==> config.mk <==
export PLATFORM = sky130hd
export DESIGN_NAME = json_string_unescape
export DESIGN_NICKNAME = d
export VERILOG_FILES = /design/src/rtl/jsu_pkg.sv /design/src/rtl/jsu_decode.sv /design/src/rtl/jsu_out_buf.sv /design/src/rtl/json_string_unescape.sv
export SDC_FILE = /design/constraint.sdc
export NUM_CORES = 1
export LEC_CHECK = 0
export ABC_AREA = 1
export BUFFER_PORTS_ARGS = -buffer_cell sky130_fd_sc_hd__buf_2
export CAP_MARGIN = 20
export CORE_ASPECT_RATIO = 0.75
export CORE_MARGIN = 3
export CORE_UTILIZATION = 60
export DETAILED_ROUTE_END_ITERATION = 6
export HOLD_SLACK_MARGIN = 0.1
export PLACE_DENSITY = 0.77
export SLEW_MARGIN = 40
export SYNTH_ARGS = -nofsm -noshare
export SYNTH_HDL_FRONTEND = slang
export SYNTH_SLANG_ARGS = --single-unit
export TNS_END_PERCENT = 10
==> constraint.sdc <==
create_clock -name clk -period 2.94 [get_ports clk]
set_input_delay 0 -clock clk [delete_from_list [all_inputs] [get_ports clk]]
set_output_delay 0 -clock clk [all_outputs]
set_load 0.01 [all_outputs]
==> src/rtl/jsu_pkg.sv <==
// ----------------------------------------------------------------------------
// jsu_pkg: shared types and helpers for the JSON string unescaper
// Holds the request and result payload types, the parser mode and status
// codes, the character constants and the small decode functions.
// ----------------------------------------------------------------------------
package jsu_pkg;

  // Parser mode.
  typedef enum logic [1:0] {
    MODE_IDLE = 2'd0,
    MODE_STR  = 2'd1,
    MODE_ESC  = 2'd2,
    MODE_HEX  = 2'd3
  } mode_t;

  // Status codes carried by a status result.
  typedef enum logic [2:0] {
    ST_COMPLETE   = 3'd0,
    ST_EXPECTED   = 3'd1,
    ST_BAD_ESC    = 3'd2,
    ST_BAD_UNI    = 3'd3,
    ST_UNTERM_STR = 3'd4,
    ST_UNTERM_ESC = 3'd5
  } status_t;

  // Input request payload.
  typedef struct packed {
    logic [7:0] data_byte;
    logic       end_of_input;
  } in_t;

  // One result item.
  typedef struct packed {
    logic [7:0] out_byte;
    logic       is_data;
    status_t    status;
    logic       last;
  } out_t;

  localparam int unsigned MAX_RESULTS = 3;

  // Results produced by one request, handed from decoder to output buffer.
  typedef struct packed {
    logic [1:0] count;
    out_t [MAX_RESULTS-1:0] item;
  } dec_t;

  // Characters with a role in the literal.
  localparam logic [7:0] CH_QUOTE  = 8'h22;
  localparam logic [7:0] CH_BSLASH = 8'h5C;
  localparam logic [7:0] CH_SLASH  = 8'h2F;
  localparam logic [7:0] CH_U      = 8'h75;

  // UTF-8 prefixes.
  localparam logic [7:0] UTF8_LEAD2 = 8'hC0;
  localparam logic [7:0] UTF8_LEAD3 = 8'hE0;
  localparam logic [7:0] UTF8_CONT  = 8'h80;

  // Build a data result.
  function automatic out_t mk_data(input logic [7:0] b, input logic fin);
    out_t r;
    r.out_byte = b;
    r.is_data  = 1'b1;
    r.status   = ST_COMPLETE;
    r.last     = fin;
    return r;
  endfunction

  // Build a status result; it is always the final result of its request.
  function automatic out_t mk_status(input status_t st);
    out_t r;
    r.out_byte = 8'h00;
    r.is_data  = 1'b0;
    r.status   = st;
    r.last     = 1'b1;
    return r;
  endfunction

  // Hex digit value; bit 4 flags a valid digit.
  function automatic logic [4:0] hex_value(input logic [7:0] c);
    logic [7:0] d;
    d = 8'h00;
    if (c >= 8'h30 && c <= 8'h39) begin
      d = c - 8'h30;
      return {1'b1, d[3:0]};
    end
    if (c >= 8'h61 && c <= 8'h66) begin
      d = c - 8'h57;
      return {1'b1, d[3:0]};
    end
    if (c >= 8'h41 && c <= 8'h46) begin
      d = c - 8'h37;
      return {1'b1, d[3:0]};
    end
    return 5'd0;
  endfunction

  // Simple escape letter to byte; bit 8 flags a known letter.
  function automatic logic [8:0] simple_escape(input logic [7:0] c);
    logic [8:0] r;
    case (c)
      CH_QUOTE:  r = {1'b1, CH_QUOTE};
      CH_BSLASH: r = {1'b1, CH_BSLASH};
      CH_SLASH:  r = {1'b1, CH_SLASH};
      8'h62:     r = {1'b1, 8'h08};
      8'h66:     r = {1'b1, 8'h0C};
      8'h6E:     r = {1'b1, 8'h0A};
      8'h72:     r = {1'b1, 8'h0D};
      8'h74:     r = {1'b1, 8'h09};
      default:   r = 9'd0;
    endcase
    return r;
  endfunction

endpackage

==> src/rtl/jsu_decode.sv <==
// ----------------------------------------------------------------------------
// jsu_decode: parser state and per-byte decode
// Holds the parser mode, hex digit count and gathered code point, and turns
// one registered request into zero to three result items in a single pass.
// ----------------------------------------------------------------------------
module jsu_decode (
  input  logic           clk,
  input  logic           rst_n,
  input  jsu_pkg::in_t   item,
  input  logic           fire,
  output jsu_pkg::dec_t  dec
);

  jsu_pkg::mode_t mode_r, mode_nxt;
  logic [1:0]     hex_count_r, hex_count_nxt;
  logic [15:0]    code_point_r, code_point_nxt;

  logic [4:0]     hv;
  logic [8:0]     esc;
  logic [15:0]    cp_full;

  // State registers advance only when a request is consumed.
  always_ff @(posedge clk) begin
    if (!rst_n) begin
      mode_r       <= jsu_pkg::MODE_IDLE;
      hex_count_r  <= 2'd0;
      code_point_r <= 16'd0;
    end else if (fire) begin
      mode_r       <= mode_nxt;
      hex_count_r  <= hex_count_nxt;
      code_point_r <= code_point_nxt;
    end
  end

  assign hv      = jsu_pkg::hex_value(item.data_byte);
  assign esc     = jsu_pkg::simple_escape(item.data_byte);
  assign cp_full = {code_point_r[11:0], hv[3:0]};

  // Next state and results for the current byte.
  always_comb begin
    mode_nxt       = mode_r;
    hex_count_nxt  = hex_count_r;
    code_point_nxt = code_point_r;
    dec.count      = 2'd0;
    dec.item       = '0;

    if (item.end_of_input) begin
      dec.count      = 2'd1;
      mode_nxt       = jsu_pkg::MODE_IDLE;
      hex_count_nxt  = 2'd0;
      code_point_nxt = 16'd0;
      unique case (mode_r)
        jsu_pkg::MODE_IDLE: dec.item[0] = jsu_pkg::mk_status(jsu_pkg::ST_EXPECTED);
        jsu_pkg::MODE_ESC:  dec.item[0] = jsu_pkg::mk_status(jsu_pkg::ST_UNTERM_ESC);
        default:            dec.item[0] = jsu_pkg::mk_status(jsu_pkg::ST_UNTERM_STR);
      endcase
    end else begin
      unique case (mode_r)
        jsu_pkg::MODE_IDLE: begin
          if (item.data_byte == jsu_pkg::CH_QUOTE) begin
            mode_nxt = jsu_pkg::MODE_STR;
          end else begin
            dec.count   = 2'd1;
            dec.item[0] = jsu_pkg::mk_status(jsu_pkg::ST_EXPECTED);
          end
        end
        jsu_pkg::MODE_STR: begin
          if (item.data_byte == jsu_pkg::CH_QUOTE) begin
            dec.count   = 2'd1;
            dec.item[0] = jsu_pkg::mk_status(jsu_pkg::ST_COMPLETE);
            mode_nxt    = jsu_pkg::MODE_IDLE;
          end else if (item.data_byte == jsu_pkg::CH_BSLASH) begin
            mode_nxt = jsu_pkg::MODE_ESC;
          end else begin
            dec.count   = 2'd1;
            dec.item[0] = jsu_pkg::mk_data(item.data_byte, 1'b1);
          end
        end
        jsu_pkg::MODE_ESC: begin
          if (item.data_byte == jsu_pkg::CH_U) begin
            mode_nxt       = jsu_pkg::MODE_HEX;
            hex_count_nxt  = 2'd0;
            code_point_nxt = 16'd0;
          end else if (esc[8]) begin
            dec.count   = 2'd1;
            dec.item[0] = jsu_pkg::mk_data(esc[7:0], 1'b1);
            mode_nxt    = jsu_pkg::MODE_STR;
          end else begin
            dec.count   = 2'd1;
            dec.item[0] = jsu_pkg::mk_status(jsu_pkg::ST_BAD_ESC);
            mode_nxt    = jsu_pkg::MODE_IDLE;
          end
        end
        default: begin
          if (!hv[4]) begin
            dec.count      = 2'd1;
            dec.item[0]    = jsu_pkg::mk_status(jsu_pkg::ST_BAD_UNI);
            mode_nxt       = jsu_pkg::MODE_IDLE;
            hex_count_nxt  = 2'd0;
            code_point_nxt = 16'd0;
          end else if (hex_count_r == 2'd3) begin
            // Fourth digit: encode the code point as UTF-8.
            mode_nxt       = jsu_pkg::MODE_STR;
            hex_count_nxt  = 2'd0;
            code_point_nxt = 16'd0;
            if (cp_full[15:7] == 9'd0) begin
              dec.count   = 2'd1;
              dec.item[0] = jsu_pkg::mk_data({1'b0, cp_full[6:0]}, 1'b1);
            end else if (cp_full[15:11] == 5'd0) begin
              dec.count   = 2'd2;
              dec.item[0] = jsu_pkg::mk_data(jsu_pkg::UTF8_LEAD2 | {3'd0, cp_full[10:6]},
                                             1'b0);
              dec.item[1] = jsu_pkg::mk_data(jsu_pkg::UTF8_CONT | {2'd0, cp_full[5:0]},
                                             1'b1);
            end else begin
              dec.count   = 2'd3;
              dec.item[0] = jsu_pkg::mk_data(jsu_pkg::UTF8_LEAD3 | {4'd0, cp_full[15:12]},
                                             1'b0);
              dec.item[1] = jsu_pkg::mk_data(jsu_pkg::UTF8_CONT | {2'd0, cp_full[11:6]},
                                             1'b0);
              dec.item[2] = jsu_pkg::mk_data(jsu_pkg::UTF8_CONT | {2'd0, cp_full[5:0]},
                                             1'b1);
            end
          end else begin
            hex_count_nxt  = hex_count_r + 2'd1;
            code_point_nxt = cp_full;
          end
        end
      endcase
    end
  end

  // A nonzero digit count only exists while gathering hex digits.
  assert property (@(posedge clk) disable iff (!rst_n)
    hex_count_r != 2'd0 |-> mode_r == jsu_pkg::MODE_HEX)
    else $error("hex digit count set outside hex mode");

  // Any status result sends the parser back to idle.
  assert property (@(posedge clk) disable iff (!rst_n)
    fire && dec.count != 2'd0 && !dec.item[0].is_data |=> mode_r == jsu_pkg::MODE_IDLE)
    else $error("parser not idle after a status result");

  // Only the end of a unicode escape yields more than one result.
  assert property (@(posedge clk) disable iff (!rst_n)
    mode_r != jsu_pkg::MODE_HEX |-> dec.count < 2'd2)
    else $error("multiple results outside a unicode escape");

endmodule

==> src/rtl/jsu_out_buf.sv <==
// ----------------------------------------------------------------------------
// jsu_out_buf: result register and serializer
// Holds up to three results of one request and shows them on the result
// channel one per cycle while out_ready is high; reloads as the last one goes.
// ----------------------------------------------------------------------------
module jsu_out_buf (
  input  logic           clk,
  input  logic           rst_n,
  input  jsu_pkg::dec_t  dec,
  input  logic           fire,
  output logic           can_load,
  output logic           out_valid,
  input  logic           out_ready,
  output jsu_pkg::out_t  out_data
);

  jsu_pkg::out_t [jsu_pkg::MAX_RESULTS-1:0] res_r;
  logic [1:0] rem_r, rem_nxt;
  logic [1:0] pos_r, pos_nxt;
  logic       load;
  logic       pop;

  assign out_valid = rem_r != 2'd0;
  assign out_data  = res_r[pos_r];
  assign pop       = out_valid && out_ready;
  assign can_load  = rem_r == 2'd0 || (rem_r == 2'd1 && out_ready);
  assign load      = fire && dec.count != 2'd0;

  // Count and read position of the buffered results.
  always_comb begin
    rem_nxt = rem_r;
    pos_nxt = pos_r;
    if (load) begin
      rem_nxt = dec.count;
      pos_nxt = 2'd0;
    end else if (pop) begin
      rem_nxt = rem_r - 2'd1;
      pos_nxt = pos_r + 2'd1;
    end
  end

  always_ff @(posedge clk) begin
    if (!rst_n) begin
      rem_r <= 2'd0;
      pos_r <= 2'd0;
    end else begin
      rem_r <= rem_nxt;
      pos_r <= pos_nxt;
    end
  end

  // Result payload needs no reset.
  always_ff @(posedge clk) begin
    if (load) begin
      res_r <= dec.item;
    end
  end

  // The final buffered result carries last.
  assert property (@(posedge clk) disable iff (!rst_n)
    out_valid && rem_r == 2'd1 |-> out_data.last)
    else $error("final result of a request without last");

  // Earlier results of a request never carry last.
  assert property (@(posedge clk) disable iff (!rst_n)
    out_valid && rem_r != 2'd1 |-> !out_data.last)
    else $error("last set before the final result");

  // A load never overwrites results still waiting.
  assert property (@(posedge clk) disable iff (!rst_n)
    load |-> rem_r == 2'd0 || (rem_r == 2'd1 && pop))
    else $error("result buffer overwritten");

endmodule

==> src/rtl/json_string_unescape.sv <==
// ----------------------------------------------------------------------------
// json_string_unescape: JSON string literal decoder
// Takes the raw bytes of a JSON string literal and emits the decoded bytes
// and a closing status item.
// ----------------------------------------------------------------------------
// Usage:
//   Input requests (in_valid/in_ready/in_data) carry one raw byte or an
//   end-of-input marker. Result requests (out_valid/out_ready/out_data)
//   carry a decoded byte or a status; last marks the final result of the
//   input request that caused it. Opening quotes, backslashes and the first
//   digits of a \u escape produce no result.
//   Path: a request is captured in the input register, decoded combinationally
//   and loaded into the result register once that register can take its
//   results; its first result is then shown on out_valid.
//   Throughput: one request per cycle while each yields at most one result
//   and out_ready stays high. A \u escape that encodes to two or three UTF-8
//   bytes holds the input until the single result port has drained the
//   result register, one byte per cycle while out_ready is high.
//   Reset (rst_n low, synchronous) empties both registers and puts the
//   parser in idle, awaiting an opening quote.
//   When the receiver stalls, results hold steady; the input register then
//   fills and in_ready drops until the result register can reload.
// ----------------------------------------------------------------------------
module json_string_unescape (
  input  logic           clk,
  input  logic           rst_n,
  input  logic           in_valid,
  output logic           in_ready,
  input  jsu_pkg::in_t   in_data,
  output logic           out_valid,
  input  logic           out_ready,
  output jsu_pkg::out_t  out_data
);

  jsu_pkg::in_t  s1_r;
  logic          s1_valid_r, s1_valid_nxt;
  logic          s1_fire;
  logic          can_load;
  jsu_pkg::dec_t dec;

  // Input register: consumed when the result register can take its results.
  assign s1_fire  = s1_valid_r && can_load;
  assign in_ready = !s1_valid_r || s1_fire;

  always_comb begin
    s1_valid_nxt = s1_valid_r;
    if (in_valid && in_ready) begin
      s1_valid_nxt = 1'b1;
    end else if (s1_fire) begin
      s1_valid_nxt = 1'b0;
    end
  end

  always_ff @(posedge clk) begin
    if (!rst_n) begin
      s1_valid_r <= 1'b0;
    end else begin
      s1_valid_r <= s1_valid_nxt;
    end
  end

  always_ff @(posedge clk) begin
    if (in_valid && in_ready) begin
      s1_r <= in_data;
    end
  end

  jsu_decode u_decode (
    .clk   (clk),
    .rst_n (rst_n),
    .item  (s1_r),
    .fire  (s1_fire),
    .dec   (dec)
  );

  jsu_out_buf u_out_buf (
    .clk       (clk),
    .rst_n     (rst_n),
    .dec       (dec),
    .fire      (s1_fire),
    .can_load  (can_load),
    .out_valid (out_valid),
    .out_ready (out_ready),
    .out_data  (out_data)
  );

endmodule

# [Word level (Yosys, flattened, before mapping)]
# Cells that the tools add are included.
[totals] word_cells=141 inputBits=13 regBits=69 out_inout_bits=15
[classes] n_eq_ne=18 n_lt_le_gt_ge=7 mux=61 reduce_logical=25 n_bitwise=3 n_addsub=6
[op_table] cell="2-to-1 mux 13 bit" n=9
[op_table] cell="case mux 9 bit (8 select lines)" n=1
[op_table] cell="equality test 8 x 7 -> 1 bit, second input constant" n=7
[op_table] cell="2-to-1 mux 12 bit" n=4
[op_table] cell="2-to-1 mux 41 bit" n=1
[op_table] cell="case mux 13 bit (3 select lines)" n=1
[op_table] cell="2-to-1 mux 2 bit" n=18
[op_table] cell="2-to-1 mux 5 bit" n=6
[op_table] cell="binary-select mux 13 bit (select 2 bit)" n=1
[op_table] cell="2-to-1 mux 26 bit" n=1
[op_table] cell="2-to-1 mux 24 bit" n=1
[op_table] cell="case mux 12 bit (2 select lines)" n=1
[op_table] cell="equality test 8 x 6 -> 1 bit, second input constant" n=2
[op_table] cell="greater-or-equal comparator 8 x 7 -> 1 bit, second input constant" n=2
[op_table] cell="less-or-equal comparator 8 x 7 -> 1 bit, second input constant" n=2
[op_table] cell="2-to-1 mux 1 bit" n=13
[op_table] cell="case mux 2 bit (3 select lines)" n=2
[op_table] cell="logical NOT 9 bit" n=1
[op_table] cell="greater-or-equal comparator 8 x 6 -> 1 bit, second input constant" n=1
[op_table] cell="less-or-equal comparator 8 x 6 -> 1 bit, second input constant" n=1
[op_table] cell="logical AND 1 bit" n=8
[op_table] cell="case mux 4 bit (2 select lines)" n=1
[op_table] cell="nonzero test 2 bit" n=4
[op_table] cell="OR reduction 8 bit" n=1
[op_table] cell="21 further kinds" n=31

# [Longest topological paths before layout]
[depth] ltp_word=18 ltp_mapped=14 ltp_nobuf=14

# [By module]
# Synthesis repeated with hierarchy kept, for this count alone.
[unflattened] cells_unflattened=511 area_unflattened_um2=4031.4
[modules_own_cells] module="jsu_decode" cells_per_inst=359 area_each_um2=1998.2 n_inst=1
[modules_own_cells] module="jsu_out_buf" cells_per_inst=134 area_each_um2=1704.1 n_inst=1
[modules_own_cells] module="json_string_unescape" cells_per_inst=18 area_each_um2=329.1 n_inst=1

# [Least setup slack after synthesis]
# OpenSTA, ideal clock, no wires.
[synth_timing] kind="register -> register" startpoint="register s1_r[1] (netlist name)" endpoint="register u_out_buf.res_r[0] (netlist name) (enable)" arrival_ns=1.820 setup_time_ns=0.373 slack_ns=0.747 stages_incl_launch_ff=11 path_cell_list="edfxtp_1 inv_1 ha_1 nand3_1 nand2_1 nand2_1 nand2_1 nand4_1 nand2_1 nand2_2 nand2_2"
[synth_between] elab_chain_cells=13 word_cells_on_any_way=32 cone_classes="order compare (6); eq/ne (3); mux (18); reduce/logical (5)"
[synth_rtl] element="start, declared" line="json_string_unescape.sv:35" rtl="jsu_pkg::in_t s1_r;"
[synth_rtl] element="start signal, assigned" line="json_string_unescape.sv:64" rtl="s1_r <= in_data;"
[synth_rtl] element="greater-or-equal comparator 8 x 7 -> 1 bit or less-or-equal comparator 8 x 7 -> 1 bit (tied branches)" line="jsu_pkg.sv:91" rtl="if (c >= 8'h41 && c <= 8'h46) begin"
[synth_rtl] element="logical AND 1 bit" line="jsu_pkg.sv:91"
[synth_rtl] element="2-to-1 mux 1 bit (2 in a row)" line="jsu_pkg.sv:91"
[synth_rtl] element="2-to-1 mux 1 bit" line="jsu_pkg.sv:87" rtl="if (c >= 8'h61 && c <= 8'h66) begin"
[synth_rtl] element="2-to-1 mux 5 bit" line="jsu_pkg.sv:95" rtl="return 5'd0;"
[synth_rtl] element="2-to-1 mux 5 bit" line="jsu_pkg.sv:91"
[synth_rtl] element="2-to-1 mux 5 bit" line="jsu_pkg.sv:87"
[synth_rtl] element="2-to-1 mux 2 bit" line="jsu_decode.sv:95" rtl="if (!hv[4]) begin"
[synth_rtl] element="case mux 2 bit (3 select lines) (*)" line="jsu_decode.sv:58" rtl="unique case (mode_r)"
[synth_rtl] element="2-to-1 mux 2 bit (*)" line="jsu_decode.sv:47" rtl="if (item.end_of_input) begin"
[synth_rtl] element="nonzero test 2 bit (*)" line="jsu_out_buf.sv:27" rtl="assign load = fire && dec.count != 2'd0;"
[synth_rtl] element="logical AND 1 bit (*)" line="jsu_out_buf.sv:27"
[synth_rtl] element="named net u_out_buf.load" line="jsu_out_buf.sv:20" rtl="logic load;"
[synth_rtl] element="end signal, assigned" line="jsu_out_buf.sv:55" rtl="res_r <= dec.item;"
[synth_rtl] element="end, declared" line="jsu_out_buf.sv:17" rtl="jsu_pkg::out_t [jsu_pkg::MAX_RESULTS-1:0] res_r;"
# Mark *: on every way through the listed nets, which the timed path passes. The rest lies on a longest branch. The select of a mux whose other input is x is not followed.
# A chain may end at the register's enable or synchronous reset.

# [Worst setup path after layout]
[layout_timing] startpoint="register s1_r[1] (netlist name)" endpoint="register u_out_buf.rem_r[1]"
[layout_between] elab_chain_cells=14 word_cells_on_any_way=34 cone_classes="order compare (6); eq/ne (3); mux (19); reduce/logical (6)"
[layout_rtl] element="greater-or-equal comparator 8 x 7 -> 1 bit or less-or-equal comparator 8 x 7 -> 1 bit (tied branches)" line="jsu_pkg.sv:91"
[layout_rtl] element="logical AND 1 bit" line="jsu_pkg.sv:91"
[layout_rtl] element="2-to-1 mux 1 bit (2 in a row)" line="jsu_pkg.sv:91"
[layout_rtl] element="2-to-1 mux 1 bit" line="jsu_pkg.sv:87"
[layout_rtl] element="2-to-1 mux 5 bit" line="jsu_pkg.sv:95"
[layout_rtl] element="2-to-1 mux 5 bit" line="jsu_pkg.sv:91"
[layout_rtl] element="2-to-1 mux 5 bit" line="jsu_pkg.sv:87"
[layout_rtl] element="2-to-1 mux 2 bit" line="jsu_decode.sv:95"
[layout_rtl] element="case mux 2 bit (3 select lines) (*)" line="jsu_decode.sv:58"
[layout_rtl] element="2-to-1 mux 2 bit (*)" line="jsu_decode.sv:47"
[layout_rtl] element="nonzero test 2 bit (*)" line="jsu_out_buf.sv:27"
[layout_rtl] element="logical AND 1 bit (*)" line="jsu_out_buf.sv:27"
[layout_rtl] element="named net u_out_buf.load" line="jsu_out_buf.sv:20"
[layout_rtl] element="2-to-1 mux 2 bit or nonzero test 2 bit (tied branches)"
[layout_rtl] element="end signal, assigned" line="jsu_out_buf.sv:47" rtl="rem_r <= rem_nxt;"
[layout_rtl] element="end, declared" line="jsu_out_buf.sv:18" rtl="logic [1:0] rem_r, rem_nxt;"
# Marks and branches as above.

==> metrics <==
row count=22; CTS tree=yes; run status=finished, final reports clean; Slew @ Worst Pin=0.7042 ns; Placed Instances=518; Crit path max-delay family=simple AND/OR/NAND/NOR gates; antenna cells=0; Post-Route Skew=0.008843 ns; max-cap check violation count=0; Worst Path Arrival=2.87 ns; final WL=8559 um; Die ar.=6556 um^2; critical path buffer and inverter count=1; ANT nets after route=0; Leak=1.702 nW; Slowest-stage cell, CP=nand2_2; initial antenna violation count=0; r2r startpoint=s1_r[1]$_DFFE_PP_; accumulated negative setup slack=0 ns; Clock Latency Late Sink=0.35 ns; Vias=3139; I/O Pins=28; Congestion Overflow GR=0; CTS root buffer=clkbuf_8; Worst Hold Class=in -> reg; Post-CTS Setup Bufs=0; final worst path period share=89.29%; GRT Resource Usage Total=27.66%; VDD IR max=490.7 uV; IO Port Bufs=27; Post-route DRC=0; filler cell count in the final layout=368; minimum clock period=2.625 ns; worst path cell trace=inv_1, ha_1, nand3_1, nand2_1, nand2_1, nand2_1, nand4_1, nand2_1, nand2_2, nand2_2, nor2_1, nor2_1, nor2_1; final RePlAce weighted congestion=0.9971; Largest stage delay, worst path=0.52 ns; first-pass GRT wire length=13810 um; H-tree Lvls=3; CP Class=reg -> reg; # clock sinks=58; Worst Path Max Fanout=29; FF-to-FF path depth=13; Mapped Area=3367 um^2; Final setup viols=0; Nets=495; Hold Violations, Final=0; share of cells above drive strength 1=15.58%; Clock transition at path regs=0.07 ns; FF/Latch Area=1531 um^2; Rel. slew slack=52.56%; pwr/cell area=669.8 nW/um^2; Initial DRC Count=426; worst hold start=in_data[8]; post-synthesis sequential area ratio=45.48%; yosys warns=0; CORE AREA=5147 um^2; Synth Instances=427; 1st-pass router iterations=6; FMAX=380.9 MHz; via density per instance=5.739; Die Y=70.88 um; CTS Buffer Depth=2; CP endpoint kind=register; non-filler cells, final=547; FF-to-FF End=u_out_buf.rem_r[1]$_SDFFE_PN0P_; WL/cell=15.65 um; area growth from synthesis to layout=16.65%; most common cell type on the critical path=nand2_1; commonest non-fill, non-tap cells in the layout=nand2_1, nor2_1, inv_1; CP Data Required Time=3.19 ns; Net Count, Synth=452; vias in the first global route=2828; Worst R2R Setup Slack=0.31 ns; EDFF count, synth=37; die width=92.50 um; RSZ-0062 raised after global routing=no; Avg Inst Size Synth=7.885 um^2; Distinct cells, synth=39; FFs w/ async S/R, synth=0%; CTS buffer count=9; initial core utilization=65.41%; cell count of the worst hold path=2; Synth Flop Type=edfxtp_1; commonest non-fill, non-tap cell in the layout=nand2_1; Synth Register Bits=58; Endpoint, Worst Hold=s1_r[8]$_DFFE_PP_; Detailed Place HPWL=6377 um; largest net degree at the start of global routing=30; Multi-input gate area=1577 um^2; crit start category=register; final count of pins violating max slew=0
## what timing repair did
item                                   4_1_cts  5_1_grt
resized for setup                            0        0
hold buffers                                13        0
endpoints found under the hold margin       15        0
## where the power goes
part / switching [mW] / internal (mW) / total, mW
Sequential: 0.0471 / 0.985 / 1.03
Combinational: 0.464 / 0.220 / 0.684
Clock: 0.345 / 0.569 / 0.915
Total: 0.856 / 1.77 / 2.63
## per-layer routing
layer  wire, um  vias up  part of all wire, %  global-route usage [%]
met5          0        -                    0                       0
met4        249        0                  2.9                   11.37
met3       1015       31                   12                   7.758
met2       3484      201                   41                   39.07
met1       3808     1404                   44                   40.08
li1           -     1503                    -                       -
## cell type report
| class | instances | share of cell area, % |
|---|---|---|
| timing repair buffer | 41 | 6.945 |
| sequential | 58 | 38.99 |
| clock inverter | 7 | 3.186 |
| inverter | 55 | 5.288 |
| clock buffer | 9 | 3.154 |
| tap | 72 | 2.294 |
| multi-input combinational | 305 | 40.14 |
## kinds of logic after synthesis
group | after synthesis | synth area share (%)
simple gates | 219 | 28.99
compound gates | 71 | 12.60
buf+inv | 64 | 7.691
flops | 58 | 45.48
fa+ha+maj | 12 | 4.459
xor+xnor | 3 | 0.7805
## flip-flops by register name (all words and copies together), names as in the netlist
name,flops
u_out_buf.pos_r,2
u_out_buf.rem_r,2
u_decode.mode_r,2
s1_r,9
s1_valid_r,1
u_decode.code_point_r,12
u_decode.hex_count_r,2
u_out_buf.res_r,28
## worst register-to-register path, stage by stage (launching register included)
cell and delay [ns]:
edfxtp_1 0.47, inv_1 0.16, ha_1 0.23, nand3_1 0.14
nand2_1 0.08, nand2_1 0.06, nand2_1 0.14, nand4_1 0.20
nand2_1 0.13, nand2_2 0.09, nand2_2 0.52, nor2_1 0.11
nor2_1 0.14, nor2_1 0.06
## stage by stage
| step | cell area (um^2) | hold WS [ns] | util [%] | worst slack (ns) | power [mW] |
|---|---|---|---|---|---|
| floorplan | 3367 | 0.09887 | - | 0.7470 | 1.489 |
| global placement | 3548 | 0.1759 | 68.94 | 0.4808 | 1.676 |
| detailed placement | 3548 | 0.1788 | 68.94 | 0.4191 | 1.687 |
| CTS | 3928 | 0.3485 | 76.30 | 0.3852 | 2.615 |
| global route | 3928 | 0.3655 | 76.30 | 0.01368 | 2.760 |
| finish | 3928 | 0.3586 | 76.30 | 0.3148 | 2.631 |
## synth_stat cells, types with 2 or more instances
cell type  instances  area [um^2]
o22ai_2            4        50.05
edfxtp_1          37         1111
a21oi_1           33        165.2
inv_2              6        22.52
inv_1             48        180.2
o22ai_1            3        18.77
nor2_1            51        191.4
a32oi_1            2        17.52
buf_4              2        15.01
clkbuf_1           4        15.01
nand4_1            4        25.02
o21ai_1            3        15.01
a31oi_1            2        12.51
nor3_1             2        10.01
a22oi_1            2        15.01
nand3_2            4        40.04
nor2_4             2        22.52
nand2_1          117        439.2
nor2_2             2        12.51
nand3_1           26        130.1
dfxtp_1           21        420.4
ha_1              12        150.1
o21ai_0           15        75.07
xor2_1             3        26.28
o211ai_1           2        15.01
nand2_2            7        43.79
## worst max path at each step
stage | start | cells after the start | slack (ns) | endpoint
finish | s1_r[1]$_DFFE_PP_ | 13 | 0.31 | u_out_buf.rem_r[1]$_SDFFE_PN0P_
global route | s1_r[1]$_DFFE_PP_ | 14 | 0.01 | u_out_buf.rem_r[1]$_SDFFE_PN0P_
CTS | s1_r[1]$_DFFE_PP_ | 10 | 0.39 | u_out_buf.res_r[22]$_SDFFCE_PP0P_
detailed placement | s1_r[1]$_DFFE_PP_ | 10 | 0.42 | u_out_buf.res_r[22]$_SDFFCE_PP0P_
global placement | s1_r[1]$_DFFE_PP_ | 10 | 0.48 | u_out_buf.res_r[22]$_SDFFCE_PP0P_
floorplan | s1_r[1]$_DFFE_PP_ | 10 | 0.75 | u_out_buf.res_r[0]$_SDFFCE_PP1P_
(Power assumes the default switching activity.)
